==> src/hw/rtl/sftp_pkg.sv <==
// Types and constants of the stereo frame timestamp pairing block.
`timescale 1ns / 1ps

package sftp_pkg;

  localparam int unsigned TimeBits = 64;
  localparam int unsigned TagBits  = 8;
  localparam int unsigned GapBits  = 32;

  localparam logic [GapBits-1:0] GapReset = 32'd30000000;

  // Command codes of an input request.
  localparam logic [1:0] CmdPushLeft  = 2'd0;
  localparam logic [1:0] CmdPushRight = 2'd1;
  localparam logic [1:0] CmdPop       = 2'd2;

  // Result status codes.
  typedef enum logic [2:0] {
    StStored     = 3'd0,
    StStoredDrop = 3'd1,
    StPair       = 3'd2,
    StNoPair     = 3'd3,
    StEmpty      = 3'd4
  } status_e;

  // One queued frame.
  typedef struct packed {
    logic [TimeBits-1:0] stamp;
    logic [TagBits-1:0]  tag;
  } entry_t;

  // Input request payload.
  typedef struct packed {
    logic [1:0]          command;
    logic [TimeBits-1:0] frame_time;
    logic [7:0]          frame_tag;
  } in_t;

  // Result payload.
  typedef struct packed {
    logic [2:0]          status;
    logic [TimeBits-1:0] left_time;
    logic [7:0]          left_tag;
    logic [TimeBits-1:0] right_time;
    logic [7:0]          right_tag;
  } out_t;

endpackage

==> src/hw/rtl/sftp_queue.sv <==
// Bounded circular frame queue with one write port and one registered read port.
`timescale 1ns / 1ps

module sftp_queue #(
  parameter int unsigned Depth = 30,
  localparam int unsigned CntW = $clog2(Depth + 1)
) (
  input  logic                clk_i,
  input  logic                rst_ni,
  input  logic                push_i,
  input  sftp_pkg::entry_t    push_data_i,
  input  logic                adv_i,
  input  logic [CntW-1:0]     adv_n_i,
  input  logic [CntW-1:0]     rd_off_i,
  output sftp_pkg::entry_t    rd_data_o,
  output logic [CntW-1:0]     count_o
);

  localparam int unsigned IdxW = (Depth > 1) ? $clog2(Depth) : 1;
  localparam logic [CntW:0] DepthW = (CntW + 1)'(Depth);

  sftp_pkg::entry_t mem_q [Depth];
  sftp_pkg::entry_t rd_data_q;
  logic [IdxW-1:0]  head_q;
  logic [CntW-1:0]  count_q;
  logic             full;
  logic [IdxW-1:0]  wr_addr;
  logic [IdxW-1:0]  rd_addr;

  // Physical slot of the entry k places behind the head; the sum stays below twice the depth.
  function automatic logic [IdxW-1:0] slot(logic [IdxW-1:0] h, logic [CntW-1:0] k);
    logic [CntW:0] s;
    s = (CntW + 1)'(h) + {1'b0, k};
    if (s >= DepthW) begin
      s = s - DepthW;
    end
    return s[IdxW-1:0];
  endfunction

  assign full    = (count_q == CntW'(Depth));
  assign wr_addr = full ? head_q : slot(head_q, count_q);
  assign rd_addr = slot(head_q, rd_off_i);

  // Head and fill count; a push into a full queue overwrites the oldest entry.
  always_ff @(posedge clk_i or negedge rst_ni) begin
    if (!rst_ni) begin
      head_q  <= '0;
      count_q <= '0;
    end else if (push_i) begin
      if (full) begin
        head_q <= slot(head_q, CntW'(1));
      end else begin
        count_q <= count_q + CntW'(1);
      end
    end else if (adv_i) begin
      head_q  <= slot(head_q, adv_n_i);
      count_q <= count_q - adv_n_i;
    end
  end

  // Entry storage.
  always_ff @(posedge clk_i) begin
    if (push_i) begin
      mem_q[wr_addr] <= push_data_i;
    end
    rd_data_q <= mem_q[rd_addr];
  end

  assign rd_data_o = rd_data_q;
  assign count_o   = count_q;

endmodule

==> config.mk <==
export PLATFORM = sky130hd
export DESIGN_NAME = sftp_queue
export DESIGN_NICKNAME = d
export VERILOG_FILES = /design/src/hw/rtl/sftp_pkg.sv /design/src/hw/rtl/sftp_queue.sv
export SDC_FILE = /design/constraint.sdc
export NUM_CORES = 2
export LEC_CHECK = 0
export BUFFER_PORTS_ARGS = -buffer_cell sky130_fd_sc_hd__buf_2
export CAP_MARGIN = 20
export CORE_ASPECT_RATIO = 0.9
export CORE_MARGIN = 2
export CORE_UTILIZATION = 32
export DETAILED_ROUTE_END_ITERATION = 10
export PLACE_DENSITY_LB_ADDON = 0.2
export SLEW_MARGIN = 10
export SYNTH_ARGS = -nofsm -noshare
export SYNTH_HDL_FRONTEND = slang
export SYNTH_SLANG_ARGS = --single-unit
export TNS_END_PERCENT = 50
==> constraint.sdc <==
create_clock -name clk_i -period 12 [get_ports clk_i]
set_input_delay 2.4 -clock clk_i [delete_from_list [all_inputs] [get_ports clk_i]]
set_output_delay 2.4 -clock clk_i [all_outputs]
set_load 0.005 [all_outputs]
==> run summary <==
WORST SETUP PATH
--------------------------------------------------------------------------------
Critical-path cell with the highest stage delay                            buf_4
Number of buffer and inverter stages on the critical path                      5
Number of cells traversed by the worst register-to-register path              12
CP cell instances                                                   buf_2 -> ha_1 -> nand3_1 -> o211ai_1 -> buf_4 -> buf_4 -> buf_12 -> buf_4 -> o21ai_0 -> a21oi_1 -> o32ai_1 -> a221oi_1 -> a22o_1
Crit. End Element                                                           flop
Startpoint Class                                                       input pin
FF-to-FF Start                                                         head_q[0]
Endpoint of the worst register-to-register path                     mem_q[4][22]
Reg-to-reg setup timing slack                                            5.37 ns
Maximum fanout encountered on the critical timing path                       168
Worst setup path category                                              in -> reg
Arrival time reported for the critical path endpoint                     7.78 ns
Delay contributed by the slowest stage of the critical path              0.89 ns
Kind of cell adding the most delay to the critical path             buffers and inverters
Data required time of the critical path                                 12.82 ns
Most Frequent Cell on Critical Path                                        buf_4

MIN PATH
--------------------------------------------------------------------------------
Hold_sp                                                               count_o[4]
Worst Hold Endpoint                                                   count_o[4]
Worst Hold Class                                                      reg -> reg
Worst Hold Depth                                                               1

DETAILED ROUTING
--------------------------------------------------------------------------------
Pre-antenna DRT Iters                                                         11
Via Count                                                                 77.29k
Residual DRC                                                                  10
Starting DRT DRC Count                                                     9,138
Aggregate routed wire length                                            387.7 mm
Number of antenna-violating nets in the routed design                          0
Detail-routed via count per cell                                           6.000
Wire length per cell                                                    30.10 um

CLOCK TREE
--------------------------------------------------------------------------------
CTS tree                                                                   built
Worst skew pair latency                                                  0.90 ns
Cts bufs inserted                                                            262
Hold bufs inserted after CTS                                                   0
Number of buffers added for setup after CTS                                    0
Number of buffers on the longest clock path                                    4
# clock sinks                                                              2,242
Clk pin slew, worst setup/hold paths                                     0.06 ns
H-Tree Depth                                                                   5
Library cell used as clock root buffer                                 clkbuf_16
Post-cts resize count                                                          0

STA
--------------------------------------------------------------------------------
Worst Max-Slew Pin Slew                                                 1.243 ns
Fmax                                                                   143.6 MHz
Setup TNS after final layout                                                0 ns
Setup violations, final                                                        0
Final Slew Violations                                                          0
Max-slew headroom at the worst pin                                        16.98%
Setup repair after global routing missed its margin                           no
Final critical-path required period                                     6.964 ns
Final Hold Violating Endpoints                                                 0
Worst clock skew                                                      0.04035 ns
Final Cycle Share                                                         58.04%

GLOBAL ROUTING
--------------------------------------------------------------------------------
Met2 usage                                                                37.41%
Global-route met3 utilization                                             3.162%
Largest net degree at the start of global routing                            198
Initial antenna violation count                                               20
Number of global-route vias before repair                                 75.18k
Global router's overall resource usage                                    22.91%
First-pass GRT wire length                                              548.3 mm
Met1 layer usage reported by global route                                 30.80%
Remaining global-route overflow                                                0
Busiest metal layer after global routing                                    met2

LOGIC SYNTHESIS
--------------------------------------------------------------------------------
Async SR Flop Fraction                                                   0.4460%
Most used flip-flop cell after synthesis                                edfxtp_1
Most instantiated library cell after synthesis                          edfxtp_1
Cell type with the largest total area after synthesis                   edfxtp_1
Yosys warning total                                                            0
Leading cell types by total area after synthesis                    edfxtp_1 (63%), mux2i_1 (3.6%), nand2_1 (3.4%)
Average footprint of a synthesized cell                                12.06 um2
Post-Synthesis Cells                                                       8,531
Combined area of all synthesized cells                               102,900 um2
Netlist cell types                                                            76
Post-synth EDFFs                                                           2,160
Post-synth top cells                                                edfxtp_1 (2,160), nand2_1 (926), nor3_1 (585)
Sequential fraction of the synthesis area                                 64.70%
Post-synthesis net count                                                   8,647
Total of flip-flops plus latches after synthesis                           2,242
Fraction of synthesized cell area taken by the top area cell type         63.06%

PLACED DESIGN
--------------------------------------------------------------------------------
Detailed placement HPWL                                                 197.6 mm
Count of buffers from port buffering                                         162
Routability congestion estimate                                           0.7794

RUN STATUS
--------------------------------------------------------------------------------
Violated checks                                                     design-rule violations
Result of the run                                                   finished with violations

FLOORPLANNING
--------------------------------------------------------------------------------
Core region area                                                     319,900 um2
Starting density of the core                                              32.15%
Placement row count                                                          197
Full die area                                                        326,000 um2
Num ports                                                                    163
Width of the die                                                        601.6 um
Die H                                                                   541.9 um

FINISH
--------------------------------------------------------------------------------
Layout net count                                                           8,501
Fillers                                                                   30.60k
Layout-stage area growth over the synthesis result                        13.36%
Layout cell share with drive strength beyond 1                            10.99%

FLOW RUN
--------------------------------------------------------------------------------
Max-cap violation count                                                        0

==> layer usage <==
layer  wire length [um]  up-vias
met5                 51        -
met4              15710        6
met3              29730      834
met2             179700     3914
met1             162500    39550
li1                   -    32980
==> area by class of cell <==
cell class	count	area (um2)	area share (%)
sequential	2242	66550	57.07
tap	4278	5353	4.590
clock buffer	347	7058	6.053
multi-input combinational	5444	33460	28.70
clock inverter	124	1232	1.057
inverter	83	326.6	0.2800
antenna	12	30.03	0.02575
timing repair buffer	352	2595	2.225
==> worst max path at each step <==
stage,endpoint,cells past startpoint,startpoint
final,rd_data_o[23],13,rd_off_i[3]
after CTS,mem_q[4][22],12,head_q[0]
after detailed placement,rd_data_o[14],13,rd_off_i[3]
after floorplan,mem_q[1][0],4,push_i
after global routing,rd_data_o[17],13,rd_off_i[3]
after global placement,rd_data_o[18],13,rd_off_i[2]
==> worst reg2reg max path: cells and delay by family, from the launching register on <==
kind                     cells  cell delay, ns
AO/OA/AOI/OAI                5            1.94
buffers and inverters        2            1.58
AND/OR/NAND/NOR              2            1.16
adder cells (fa/ha/maj)      2            0.73
flip-flops                   1            0.57
XOR/XNOR                     1            0.24
==> registers in the layout, indices dropped and copies added, names as in the netlist <==
| name | flops |
|---|---|
| count_o | 5 |
| head_q | 5 |
| mem_q | 2160 |
| rd_data_o | 72 |
==> cell families after synthesis <==
group	Yosys count	synth area share [%]
fa+ha+maj	31	0.4038
simple gates	2507	10.78
flops	2242	64.70
mux	478	5.018
compound gates	2403	15.62
buf+inv	845	3.267
xor+xnor	25	0.2129
==> cells in the final DEF (no fill, tap or decap), types with 91 or more instances in the layout <==
cell	count
edfxtp_1	2160
nand2_1	921
nor3_1	567
nor2_1	547
o21ai_0	524
a21oi_1	392
mux2i_1	365
o22ai_1	306
a31oi_1	302
clkbuf_16	264
buf_2	162
buf_4	162
nand3_1	158
o221ai_1	98
mux2_2	91
==> stage by stage <==
stage	area (um2)	cells	util [%]	setup slack [ns]	hold slack, ns
3_5_place_dp	108300	12400	33.84	4.339	0.5459
4_1_cts	116600	12870	36.43	5.218	0.5582
5_1_grt	116600	12870	36.44	4.722	0.5988
6_report	116600	12880	36.45	5.036	0.5616
3_3_place_gp	108300	12400	33.84	4.415	0.5610
2_1_floorplan	102900	8531	-	3.445	0.5041
Power is not shown: default switching activity piles up to over one toggle a cycle in this logic, so the estimate is an artifact.
